$ cat src/hdl/srgb_cr_pkg.sv
package srgb_cr_pkg;

    // Field and format widths.
    localparam int CHANNEL_BITS        = 8;
    localparam int RATIO_FRACTION_BITS = 11;
    localparam int RATIO_W             = RATIO_FRACTION_BITS + 5;
    localparam int LEVELS              = 1 << CHANNEL_BITS;
    localparam int Q_BITS              = 30;
    localparam int LIN_W               = Q_BITS + 1;
    localparam int LUM_W               = Q_BITS + 14;
    localparam int DIV_W               = LUM_W + RATIO_W;
    localparam int LANE_STAGES         = 3;
    localparam int IN_DATA_W           = 6 * CHANNEL_BITS;

    // Luminance weights scaled by 10000, and the 0.05 offset in the same scale.
    localparam int unsigned W_RED   = 2126;
    localparam int unsigned W_GREEN = 7152;
    localparam int unsigned W_BLUE  = 722;
    localparam logic [LUM_W-1:0] LUM_OFFSET = LUM_W'(500) << Q_BITS;

    // Constants for building the linearization table.
    localparam longint unsigned CODE_MAX   = longint'(LEVELS - 1);
    localparam longint unsigned Q_ONE      = 64'd1 << Q_BITS;
    localparam longint unsigned DARK_DIV   = 1292 * CODE_MAX;
    localparam longint unsigned BRIGHT_DIV = 1055 * CODE_MAX;

    typedef logic [LIN_W-1:0] lin_rom_t [LEVELS];

    typedef struct packed {
        logic [LANE_STAGES-1:0] stage;
    } lane_load_t;

    // Q30 product, floored.
    function automatic longint unsigned q_mul(input longint unsigned a,
                                              input longint unsigned b);
        return (a * b) >> Q_BITS;
    endfunction

    // Fifth power by four floored Q30 products.
    function automatic longint unsigned q_pow5(input longint unsigned y);
        longint unsigned r;
        r = y;
        for (int k = 0; k < 4; k++)
        begin
            r = q_mul(r, y);
        end
        return r;
    endfunction

    // Linear value of one channel code in Q30.
    function automatic logic [LIN_W-1:0] lin_value(input longint unsigned i);
        longint unsigned t;
        longint unsigned t2;
        longint unsigned lo;
        longint unsigned hi;
        longint unsigned mid;
        if (100000 * i <= 3928 * CODE_MAX)
        begin
            return LIN_W'(((100 * i) << Q_BITS) / DARK_DIV);
        end
        t  = ((1000 * i + 55 * CODE_MAX) << Q_BITS) / BRIGHT_DIV;
        t2 = q_mul(t, t);
        // Binary search for the fifth root of t squared.
        lo = 0;
        hi = Q_ONE;
        for (int n = 0; n < 40; n++)
        begin
            if (lo < hi)
            begin
                mid = lo + ((hi - lo + 1) >> 1);
                if (q_pow5(mid) <= t2)
                begin
                    lo = mid;
                end
                else
                begin
                    hi = mid - 1;
                end
            end
        end
        return LIN_W'(q_mul(t2, lo));
    endfunction

    function automatic lin_rom_t build_lin_rom();
        lin_rom_t rom;
        for (int i = 0; i < LEVELS; i++)
        begin
            rom[i] = lin_value(longint'(i));
        end
        return rom;
    endfunction

    // Linearization table, computed at elaboration.
    localparam lin_rom_t LIN_ROM = build_lin_rom();

endpackage

$ cat src/hdl/srgb_cr_merge.sv
module srgb_cr_merge (
    input  logic                          clk,
    input  logic                          rst_n,
    input  logic                          in_valid,
    output logic                          in_ready,
    input  logic [srgb_cr_pkg::LUM_W-1:0] lum_a,
    input  logic [srgb_cr_pkg::LUM_W-1:0] lum_b,
    output logic                          out_valid,
    input  logic                          out_ready,
    output logic [srgb_cr_pkg::LUM_W-1:0] num,
    output logic [srgb_cr_pkg::LUM_W-1:0] den
);
    import srgb_cr_pkg::*;

    logic             valid_reg;
    logic [LUM_W-1:0] num_reg;
    logic [LUM_W-1:0] den_reg;
    logic             a_brighter;

    assign in_ready   = !valid_reg || out_ready;
    assign a_brighter = lum_a > lum_b;

    always_ff @(posedge clk or negedge rst_n)
    begin
        if (!rst_n)
        begin
            valid_reg <= 1'b0;
        end
        else if (in_ready)
        begin
            valid_reg <= in_valid;
        end
    end

    // Order the two luminances and add the offset to both.
    always_ff @(posedge clk)
    begin
        if (in_ready)
        begin
            num_reg <= (a_brighter ? lum_a : lum_b) + LUM_OFFSET;
            den_reg <= (a_brighter ? lum_b : lum_a) + LUM_OFFSET;
        end
    end

    assign out_valid = valid_reg;
    assign num       = num_reg;
    assign den       = den_reg;

endmodule

$ cat config.mk
export PLATFORM = sky130hd
export DESIGN_NAME = srgb_cr_merge
export DESIGN_NICKNAME = d
export VERILOG_FILES = /design/src/hdl/srgb_cr_pkg.sv /design/src/hdl/srgb_cr_merge.sv
export SDC_FILE = /design/constraint.sdc
export NUM_CORES = 1
export LEC_CHECK = 0
export BUFFER_PORTS_ARGS = -buffer_cell sky130_fd_sc_hd__buf_2
export CAP_MARGIN = 20
export CORE_MARGIN = 4
export CORE_UTILIZATION = 35
export CTS_CLUSTER_SIZE = 20
export DETAILED_ROUTE_END_ITERATION = 8
export HOLD_SLACK_MARGIN = 0.05
export SKIP_LAST_GASP = 1
export SLEW_MARGIN = 20
export SYNTH_ARGS = -nofsm -noshare
export SYNTH_HDL_FRONTEND = slang
export SYNTH_SLANG_ARGS = --single-unit
$ cat constraint.sdc
create_clock -name clk -period 3.7 [get_ports clk]
set_input_delay 0.185 -clock clk [delete_from_list [all_inputs] [get_ports clk]]
set_output_delay 0.185 -clock clk [all_outputs]
set_load 0.01 [all_outputs]
==> results by group <==
Status
  • Outcome: finished clean

Placement
  • Final Wtd Congestion: 0.924
  • Placement Setup Slack: 0.0927 ns
  • IO buf count: 181
  • Placed cells: 838
  • DP HPWL: 10900 um
  • Placed cell areas: 6540 um2

Timing
  • Setup Viol. Count Final: 0
  • Fmax: 306 MHz
  • Worst Slack Setup Final: 0.432 ns
  • Final Hold Fails: 0
  • Min Hold Slack: 0.147 ns
  • Fin crit period: 3.27 ns
  • Worst rel slew slack: 35.7%
  • Worst Max-Slew Pin Slew: 0.964 ns
  • Setup TNS: 0 ns
  • Clock skew: 0.00389 ns
  • Final clock period utilization by the worst path: 88.3%
  • RSZ-0062 raised after global routing: no
  • Final Max Tran Viols: 0

Power and ir drop
  • Pwr/cell area: 440 nW/um2
  • Total Power: 3.02 mW
  • Leak: 3.02 nW
  • Peak supply drop: 0.194 mV

Logic synthesis
  • Sequential cell area fraction in the yosys report: 49.5%
  • FFs w/ async S/R, synth: 1.12%
  • Syn Inst Count: 475
  • Yosys reg bits: 89
  • Post-synth EDFFs: 88
  • Syn nets: 613
  • Syn. warnings: 0
  • Ys flop type: edfxtp_1
  • Mapped Area: 5390 um2
  • Distinct cells, synth: 44
  • Avg Inst Size Synth: 11.3 um2

Global route
  • Initial antenna violation count: 0
  • Pin count of the biggest net entering global routing: 68
  • Gr usage total: 16.5%
  • Total grt overflow: 0
  • First-pass GRT wire length: 23200 um
  • Vias in the first global route: 4589

CTS
  • Htree depth: 3
  • Clock sink count: 89
  • CTS resizes: 0
  • Post CTS Setup Buffer Count: 0
  • Worst-Skew Late Latency: 0.34 ns
  • CTS tree: yes
  • Clk root buf: clkbuf_16
  • Worst-path clk slew: 0.06 ns
  • Post-cts hold buffer count: 2
  • CTS buffer count: 9
  • Clock tree buffer depth: 2

Final layout
  • Finished Cell Area: 6860 um2
  • ANT cells: 0
  • Util after Layout: 45.3%
  • Synthesis-to-finish area growth: 27.3%
  • Total Nets Final: 801
  • Layout cells sized above 1: 36.8%
  • Commonest non-fill, non-tap cell in the layout: buf_2
  • Cell Count, Final, Fillers Out: 856
  • Most frequent cells in the layout: buf_2, edfxtp_1, ha_1
  • Fillers: 1428

Floorplan
  • Top Ports: 182
  • Chip Height: 132 um
  • Initial Util: 35.6%
  • Core Box Area: 15100 um2
  • Die Wd: 132 um
  • Full die area: 17500 um2
  • Rows: 45

Routing
  • Routed vias/inst: 5.16
  • Final wirelength: 14400 um
  • DR WL/cell: 16.8 um
  • Vias: 4417
  • DRT Pass-1 Iters: 4
  • DR DRC count: 0
  • Final ANT Viol Nets: 0
  • Initial DRC Count: 218

Critical path
  • CP endpoint kind: register
  • Critical path type: in2reg
  • Startpoint types: input port
  • Req. time, crit path: 3.78 ns
  • WP data arrival: 3.35 ns
  • Critical-path maximum fanout: 6

Flow run
  • Number of max-cap violations: 0

Hold path
  • Hold Crit Class: in2async
## final timing paths
path | from | endpoint | slack, ns | depth (start not counted)
max | lum_a[35] | den[38]$_DFFE_PP_ | 0.43 | 15
min | rst_n | out_valid$_DFFE_PN0P_ | 0.15 | 2
max reg2reg | out_valid$_DFFE_PN0P_ | den[19]$_DFFE_PP_ | 1.78 | 2
min reg2reg | out_valid$_DFFE_PN0P_ | out_valid$_DFFE_PN0P_ | 1.18 | 2
max in group asynchronous | rst_n | out_valid$_DFFE_PN0P_ | 3.46 | 2
min in group clk | lum_b[8] | den[8]$_DFFE_PP_ | 0.15 | 2
## metal layers
metal	track usage, %	part of all wire (%)	wire, um
met4	6.01	2.1	308
met1	20.4	43	6200
met3	5.11	6.8	985
met2	27.4	48	6920
met5	0	0	0
## critical path: stages
cell and delay (ns):
buf_2 0.15, ha_1 0.34, a21oi_1 0.15, o21ai_1 0.08
a221o_1 0.34, or3_4 0.37, mux2i_1 0.33, nor2_4 0.09
mux2_1 0.33, ha_1 0.20, nor3_1 0.13, buf_4 0.16
nand2_1 0.06, xnor2_1 0.12, mux2_1 0.29
## cells by family (layout without fill, tap and decap cells)
kind of cell               count (synthesis)  in the layout  synth area share, %
and+or+nand+nor                          103            103                 9.98
AOI/OAI and AO/OA                         99             99                 10.8
DFF                                       89             89                 49.5
buffers and inverters                     66            259                 5.34
muxes                                     49             49                 10.0
adders and majority gates                 46             46                 10.7
xor gates and xnor gates                  23             23                 3.74
## cell usage after synthesis, types with 3 or more instances
library cell / n / area [um2]
o21ai_1: 7 / 35.0
nor2_1: 11 / 41.3
buf_1: 3 / 11.3
mux2_1: 11 / 124
nand2_1: 13 / 48.8
nand4_1: 11 / 68.8
mux2i_1: 10 / 100
ha_1: 46 / 576
xor2_1: 4 / 35.0
buf_6: 5 / 56.3
a21o_1: 4 / 30.0
o21ai_0: 38 / 190
inv_1: 44 / 165
a211oi_1: 4 / 30.0
nand2b_1: 8 / 50.1
edfxtp_1: 88 / 2640
a21oi_1: 31 / 155
nor3_1: 6 / 30.0
mux2_2: 28 / 315
a22oi_1: 3 / 22.5
nand3_1: 43 / 215
xnor2_1: 19 / 166
clkbuf_1: 12 / 45.0
## cell type report
cell class              count  area [um2]  share of cell area [%]
clock inverters             3        40.0                   0.583
inverters                  44         165                    2.41
multi-input cells         320        2450                    35.7
flip-flops and latches     89        2670                    38.9
clock buffers              13         260                    3.79
well taps                 188         235                    3.43
repair buffers            199        1050                    15.2
## power by group
part           internal [mW]  total [mW]  switching (mW)
clock                  0.559       0.933           0.374
combinational          0.318       0.762           0.444
sequential              1.29        1.32          0.0346
total                   2.16        3.02           0.852
Note: power is estimated with default switching activity, not from simulation.
