--- src/hdl/srgb_cr_pkg.sv ---
package srgb_cr_pkg;

    // Field and format widths.
    localparam int CHANNEL_BITS        = 8;
    localparam int RATIO_FRACTION_BITS = 11;
    localparam int RATIO_W             = RATIO_FRACTION_BITS + 5;
    localparam int LEVELS              = 1 << CHANNEL_BITS;
    localparam int Q_BITS              = 30;
    localparam int LIN_W               = Q_BITS + 1;
    localparam int LUM_W               = Q_BITS + 14;
    localparam int DIV_W               = LUM_W + RATIO_W;
    localparam int LANE_STAGES         = 3;
    localparam int IN_DATA_W           = 6 * CHANNEL_BITS;

    // Luminance weights scaled by 10000, and the 0.05 offset in the same scale.
    localparam int unsigned W_RED   = 2126;
    localparam int unsigned W_GREEN = 7152;
    localparam int unsigned W_BLUE  = 722;
    localparam logic [LUM_W-1:0] LUM_OFFSET = LUM_W'(500) << Q_BITS;

    // Constants for building the linearization table.
    localparam longint unsigned CODE_MAX   = longint'(LEVELS - 1);
    localparam longint unsigned Q_ONE      = 64'd1 << Q_BITS;
    localparam longint unsigned DARK_DIV   = 1292 * CODE_MAX;
    localparam longint unsigned BRIGHT_DIV = 1055 * CODE_MAX;

    typedef logic [LIN_W-1:0] lin_rom_t [LEVELS];

    typedef struct packed {
        logic [LANE_STAGES-1:0] stage;
    } lane_load_t;

    // Q30 product, floored.
    function automatic longint unsigned q_mul(input longint unsigned a,
                                              input longint unsigned b);
        return (a * b) >> Q_BITS;
    endfunction

    // Fifth power by four floored Q30 products.
    function automatic longint unsigned q_pow5(input longint unsigned y);
        longint unsigned r;
        r = y;
        for (int k = 0; k < 4; k++)
        begin
            r = q_mul(r, y);
        end
        return r;
    endfunction

    // Linear value of one channel code in Q30.
    function automatic logic [LIN_W-1:0] lin_value(input longint unsigned i);
        longint unsigned t;
        longint unsigned t2;
        longint unsigned lo;
        longint unsigned hi;
        longint unsigned mid;
        if (100000 * i <= 3928 * CODE_MAX)
        begin
            return LIN_W'(((100 * i) << Q_BITS) / DARK_DIV);
        end
        t  = ((1000 * i + 55 * CODE_MAX) << Q_BITS) / BRIGHT_DIV;
        t2 = q_mul(t, t);
        // Binary search for the fifth root of t squared.
        lo = 0;
        hi = Q_ONE;
        for (int n = 0; n < 40; n++)
        begin
            if (lo < hi)
            begin
                mid = lo + ((hi - lo + 1) >> 1);
                if (q_pow5(mid) <= t2)
                begin
                    lo = mid;
                end
                else
                begin
                    hi = mid - 1;
                end
            end
        end
        return LIN_W'(q_mul(t2, lo));
    endfunction

    function automatic lin_rom_t build_lin_rom();
        lin_rom_t rom;
        for (int i = 0; i < LEVELS; i++)
        begin
            rom[i] = lin_value(longint'(i));
        end
        return rom;
    endfunction

    // Linearization table, computed at elaboration.
    localparam lin_rom_t LIN_ROM = build_lin_rom();

endpackage

--- src/hdl/srgb_cr_div.sv ---
module srgb_cr_div (
    input  logic                            clk,
    input  logic                            rst_n,
    input  logic                            in_valid,
    output logic                            in_ready,
    input  logic [srgb_cr_pkg::LUM_W-1:0]   num,
    input  logic [srgb_cr_pkg::LUM_W-1:0]   den,
    output logic                            out_valid,
    input  logic                            out_ready,
    output logic [srgb_cr_pkg::RATIO_W-1:0] ratio
);
    import srgb_cr_pkg::*;

    logic               valid_reg [RATIO_W];
    logic [DIV_W-1:0]   rem_reg   [RATIO_W];
    logic [LUM_W-1:0]   den_reg   [RATIO_W];
    logic [RATIO_W-1:0] q_reg     [RATIO_W];

    logic               stage_ready [RATIO_W];
    logic [DIV_W-1:0]   rem_in      [RATIO_W];
    logic [LUM_W-1:0]   den_in      [RATIO_W];
    logic [RATIO_W-1:0] q_in        [RATIO_W];
    logic [DIV_W-1:0]   rem_next    [RATIO_W];
    logic [RATIO_W-1:0] q_next      [RATIO_W];
    logic [DIV_W-1:0]   shifted     [RATIO_W];

    // A stage may load when it is empty or its successor moves on.
    always_comb
    begin
        stage_ready[RATIO_W-1] = !valid_reg[RATIO_W-1] || out_ready;
        for (int k = RATIO_W - 2; k >= 0; k--)
        begin
            stage_ready[k] = !valid_reg[k] || stage_ready[k+1];
        end
    end

    // One quotient bit per stage, most significant first.
    always_comb
    begin
        rem_in[0] = DIV_W'(num) << RATIO_FRACTION_BITS;
        den_in[0] = den;
        q_in[0]   = '0;
        for (int k = 1; k < RATIO_W; k++)
        begin
            rem_in[k] = rem_reg[k-1];
            den_in[k] = den_reg[k-1];
            q_in[k]   = q_reg[k-1];
        end
        for (int k = 0; k < RATIO_W; k++)
        begin
            shifted[k] = DIV_W'(den_in[k]) << (RATIO_W - 1 - k);
            if (rem_in[k] >= shifted[k])
            begin
                rem_next[k] = rem_in[k] - shifted[k];
                q_next[k]   = q_in[k] | (RATIO_W'(1) << (RATIO_W - 1 - k));
            end
            else
            begin
                rem_next[k] = rem_in[k];
                q_next[k]   = q_in[k];
            end
        end
    end

    always_ff @(posedge clk or negedge rst_n)
    begin
        if (!rst_n)
        begin
            for (int k = 0; k < RATIO_W; k++)
            begin
                valid_reg[k] <= 1'b0;
            end
        end
        else
        begin
            if (stage_ready[0])
            begin
                valid_reg[0] <= in_valid;
            end
            for (int k = 1; k < RATIO_W; k++)
            begin
                if (stage_ready[k])
                begin
                    valid_reg[k] <= valid_reg[k-1];
                end
            end
        end
    end

    always_ff @(posedge clk)
    begin
        for (int k = 0; k < RATIO_W; k++)
        begin
            if (stage_ready[k])
            begin
                rem_reg[k] <= rem_next[k];
                den_reg[k] <= den_in[k];
                q_reg[k]   <= q_next[k];
            end
        end
    end

    assign in_ready  = stage_ready[0];
    assign out_valid = valid_reg[RATIO_W-1];
    assign ratio     = q_reg[RATIO_W-1];

endmodule
--- config.mk ---
export PLATFORM = sky130hd
export DESIGN_NAME = srgb_cr_div
export DESIGN_NICKNAME = d
export VERILOG_FILES = /design/src/hdl/srgb_cr_pkg.sv /design/src/hdl/srgb_cr_div.sv
export SDC_FILE = /design/constraint.sdc
export NUM_CORES = 2
export LEC_CHECK = 0
export BUFFER_PORTS_ARGS = -buffer_cell sky130_fd_sc_hd__buf_2
export CAP_MARGIN = 20
export CELL_PAD_IN_SITES_DETAIL_PLACEMENT = 1
export CELL_PAD_IN_SITES_GLOBAL_PLACEMENT = 1
export CORE_ASPECT_RATIO = 0.5
export CORE_MARGIN = 10
export CORE_UTILIZATION = 57
export CTS_BUF_LIST = sky130_fd_sc_hd__clkbuf_4
export CTS_CLUSTER_SIZE = 40
export DETAILED_ROUTE_END_ITERATION = 12
export PLACE_DENSITY = 0.9
export SYNTH_ARGS = -nofsm -noshare
export SYNTH_HDL_FRONTEND = slang
export SYNTH_SLANG_ARGS = --single-unit
--- constraint.sdc ---
create_clock -name clk -period 35.7 [get_ports clk]
set_clock_uncertainty 0.15 [all_clocks]
set_input_delay 7.14 -clock clk [delete_from_list [all_inputs] [get_ports clk]]
set_output_delay 7.14 -clock clk [all_outputs]
set_load 0.01 [all_outputs]
==> impl_metrics.py <==
metrics = {
    "run_status": {
        "outcome": "complete, no violations",
    },
    "power": {
        "report.power.total_mw": 9.94,
        "power_density_nw_per_um2": 95.2,
        "net-switching-power_mw": 4.22,
        "p_int_mw": 5.72,
        "p_leak_nw": 44.0,
        "swShare_pct": 42.4,
        "vdd_ir_drop_max_mv": 0.0362,
        "p_seq_share_pct": 35.1,
        "share_clk_of_total_power_pct": 14.5,
        "comb_power_share_pct": 50.4,
    },
    "drt": {
        "routedWlPerCell_um": 21.7,
        "drt-initial-drc-count": 5117,
        "wl_met3_um": 11300,
        "routed_wl_um": 265000,
        "vias_per_cell": 6.04,
        "drc": 0,
        "ant_nets": 0,
        "drtPass1Iterations": 6,
        "vias": 73800,
        "routed-wl-met2_um": 128000,
        "wl_met1_um": 113000,
        "top_layer_used": "met4",
    },
    "cts": {
        "path_clk_slew_ps": 70,
        "postCtsSetupRepairBufs": 0,
        "clkLatencyLatePin_ps": 1200,
        "cts-hold-fix-buffers": 0,
        "cts_buffers": 372,
        "h-tree-depth": 5,
        "root_buffer": "clkbuf_4",
        "max-clock-path-buffers": 4,
        "numClockSinks": 1602,
        "cts_tree": "done",
        "ctsResizeCount": 0,
    },
    "timing": {
        "setup_viol": 0,
        "grt_setup_unrepaired": "false",
        "period_minus_slack_ps": 18830,
        "timing.final.crit_share_pct": 52.7,
        "max-slew-margin-rel_pct": 29.2,
        "fmax_ghz": 0.0531,
        "hold_violations": 0,
        "slew_violations": 0,
        "totalNegativeSetupSlack_ps": 0,
        "worstMarginPinSlew_ps": 1060,
    },
    "worst_hold_path": {
        "whs_endpoint": "q_reg[1][56]$_DFFE_PP_",
        "hold_depth": 0,
        "min_path_type": "reg -> reg",
        "min_from": "q_reg[1][40]$_DFFE_PP_",
    },
    "synth": {
        "syn_avg_cell_area_sq_um": 10.3,
        "syn_nets": 10300,
        "synthFlopType": "edfxtp_1",
        "syn_area_sq_um": 97300,
        "synth_edf_count": 1586,
        "synth-seq-cells": 1602,
        "ys_types": 104,
        "syn-instance-count": 9463,
        "yosys_warnings": 0,
        "yosysSeqAreaShare_pct": 49.3,
        "synthArstFlopShare_pct": 0.999,
    },
    "floorplanning": {
        "start_util_pct": 57.2,
        "ios": 110,
        "row_count": 107,
        "die_area_sq_um": 189000,
        "core_sq_um": 170000,
        "die_h_um": 312,
        "fp.dieW_um": 604,
    },
    "worst_setup_path": {
        "crit_required_ps": 28410,
        "path_max_fanout": 39,
        "cp-start-kind": "primary input",
        "cp-end-kind": "output port",
        "critPathKind": "in -> out",
        "path_buf_inv": 3,
        "r2r_start": "out_valid$_DFFE_PN0P_",
        "worst_r2r_path_depth": 11,
        "crit_slowest_cell": "nor2_1",
        "crit_family": "simple AND/OR/NAND/NOR gates",
        "r2r_setup_slack_ps": 30200,
        "crit_chain": "buf_2 > nor2b_1 > nand2_4 > nor2_1 > and2_1 > and3_1 > and3_1 > nand3_4 > nor2_1 > nand4_1 > buf_4 > buf_2",
        "timing.rr.end": "rem_reg[0][49]$_DFFE_PP_",
        "slowest_delay_ps": 680,
        "arrival_ps": 11540,
    },
    "global_route": {
        "grt.overflow.total": 0,
        "grtUsageTotal_pct": 27.2,
        "grt_pass1_vias": 79000,
        "grt_max_degree": 100,
        "grt_antenna_before_repair": 2,
        "grt_pass1_wl_um": 422000,
    },
    "run": {
        "maxCapViolations": 0,
    },
    "final_layout": {
        "final_nets": 10500,
        "areaGrowthSynthToFinish_pct": 7.34,
        "drive_gt1_share_pct": 9.58,
        "regArea_sq_um": 48000,
        "fill_cells": 18700,
        "largest_reg_flops": 790,
        "multi_input_area_sq_um": 44800,
        "final_util_pct": 61.4,
        "instances_no_fill": 12200,
    },
    "place": {
        "portBuffers": 109,
        "finalWeightedCongestion": 0.919,
        "dp_hpwl_um": 203000,
        "dp_cells": 11600,
    },
}
==> worst max path at each step <==
| stage | from | to | cells after the start |
|---|---|---|---|
| 2_1_floorplan | out_ready | in_ready | 9 |
| 3_3_place_gp | out_ready | in_ready | 12 |
| 3_5_place_dp | out_ready | in_ready | 12 |
| 4_1_cts | out_ready | in_ready | 12 |
| 5_1_grt | out_ready | in_ready | 12 |
| 6_report | out_ready | in_ready | 12 |
==> synthesized netlist by cell type, types with 21 or more instances <==
| master | instances | area (sq um) |
|---|---|---|
| nand4_1 | 167 | 1040 |
| o21ai_1 | 21 | 105 |
| edfxtp_1 | 1586 | 47600 |
| and4_1 | 26 | 228 |
| mux2_2 | 110 | 1240 |
| nor2b_1 | 87 | 544 |
| nor4_1 | 68 | 425 |
| a21oi_1 | 980 | 4900 |
| nand2b_1 | 108 | 676 |
| clkbuf_1 | 243 | 912 |
| buf_1 | 24 | 90.1 |
| o21a_1 | 87 | 653 |
| buf_2 | 47 | 235 |
| nor2_1 | 682 | 2560 |
| xnor2_1 | 391 | 3420 |
| a31oi_1 | 79 | 494 |
| o21ai_0 | 627 | 3140 |
| ha_1 | 699 | 8750 |
| and2_1 | 38 | 238 |
| o31a_1 | 35 | 307 |
| o211ai_1 | 36 | 270 |
| o21bai_1 | 115 | 863 |
| nand2_1 | 716 | 2690 |
| a21o_1 | 362 | 2720 |
| nor3_1 | 125 | 626 |
| nand3_1 | 174 | 871 |
| and3_1 | 71 | 444 |
| o31ai_1 | 41 | 308 |
| or3_1 | 37 | 231 |
| inv_1 | 882 | 3310 |
| xor2_1 | 318 | 2790 |
| or2_2 | 40 | 250 |
| a211oi_1 | 64 | 480 |
==> worst reg2reg max path, stage by stage (launching register included) <==
cell and delay [ps]:
dfrtp_1 350, nor2b_1 540, nand2_4 490, nor2_1 420, and2_1 350, and3_1 370
and3_1 420, nand3_4 360, nor2_1 690, nand4_1 220, buf_4 270, buf_4 440
==> power groups by stage <==
stage / registers [mW] / logic, mW / clock network, mW
floorplan: 3.29 / 3.69 / 0
global placement: 3.45 / 4.58 / 0
detailed placement: 3.51 / 4.87 / 0
CTS: 3.48 / 4.93 / 1.48
global route: 3.54 / 5.51 / 1.58
finish: 3.49 / 5.01 / 1.44
==> area by class of cell <==
cell class / count / area share (%)
flip-flops and latches: 1602 / 46.0
multi-input cells: 6646 / 42.9
clock buffers: 526 / 3.78
inverters: 885 / 3.19
well taps: 2289 / 2.74
repair buffers: 156 / 0.965
clock inverters: 111 / 0.484
diodes: 5 / 0.0120
==> metal layers <==
layer | track usage, % | vias up
met4 | 13.0 | 0
met5 | 0 | -
met2 | 47.0 | 2090
li1 | - | 35000
met1 | 34.0 | 36000
met3 | 3.41 | 661
==> cell usage in the layout (no fill, tap or decap), types with 41 or more instances in the layout <==
| cell type | synthesis | layout |
|---|---|---|
| o31ai_1 | 41 | 41 |
| nand4_1 | 167 | 167 |
| ha_1 | 699 | 699 |
| and3_1 | 71 | 71 |
| mux2_2 | 110 | 110 |
| buf_2 | 47 | 110 |
| xnor2_1 | 391 | 391 |
| nor2b_1 | 87 | 87 |
| a21o_1 | 362 | 361 |
| nor2_1 | 682 | 682 |
| nand2b_1 | 108 | 108 |
| nand2_1 | 716 | 711 |
| o21ai_0 | 627 | 627 |
| o21bai_1 | 115 | 115 |
| clkinv_1 | 1 | 84 |
| a211oi_1 | 64 | 64 |
| clkbuf_4 | 0 | 526 |
| a31oi_1 | 79 | 76 |
| edfxtp_1 | 1586 | 1586 |
| a21oi_1 | 980 | 980 |
| o21a_1 | 87 | 87 |
| nor4_1 | 68 | 68 |
| nor3_1 | 125 | 125 |
| nand3_1 | 174 | 171 |
| inv_1 | 882 | 876 |
| xor2_1 | 318 | 318 |
==> cells by family after synthesis <==
| group | count (synthesis) | synth area share [%] |
|---|---|---|
| AO/OA/AOI/OAI | 2695 | 17.0 |
| multiplexers | 119 | 1.39 |
| AND/OR/NAND/NOR | 2409 | 11.7 |
| buffers and inverters | 1215 | 4.83 |
| XOR/XNOR | 709 | 6.38 |
| flip-flops | 1602 | 49.3 |
| adder cells (fa/ha/maj) | 714 | 9.30 |
==> through the flow <==
stage	setup WS (ps)	cell area (sq um)	hold slack, ps
floorplan	11720	97300	250
global placement	17360	99800	250
detailed placement	16920	99800	256
CTS	16810	104000	229
global route	16510	104000	261
finish	16870	104000	233
No activity file was read; power rests on OpenSTA's default activity.
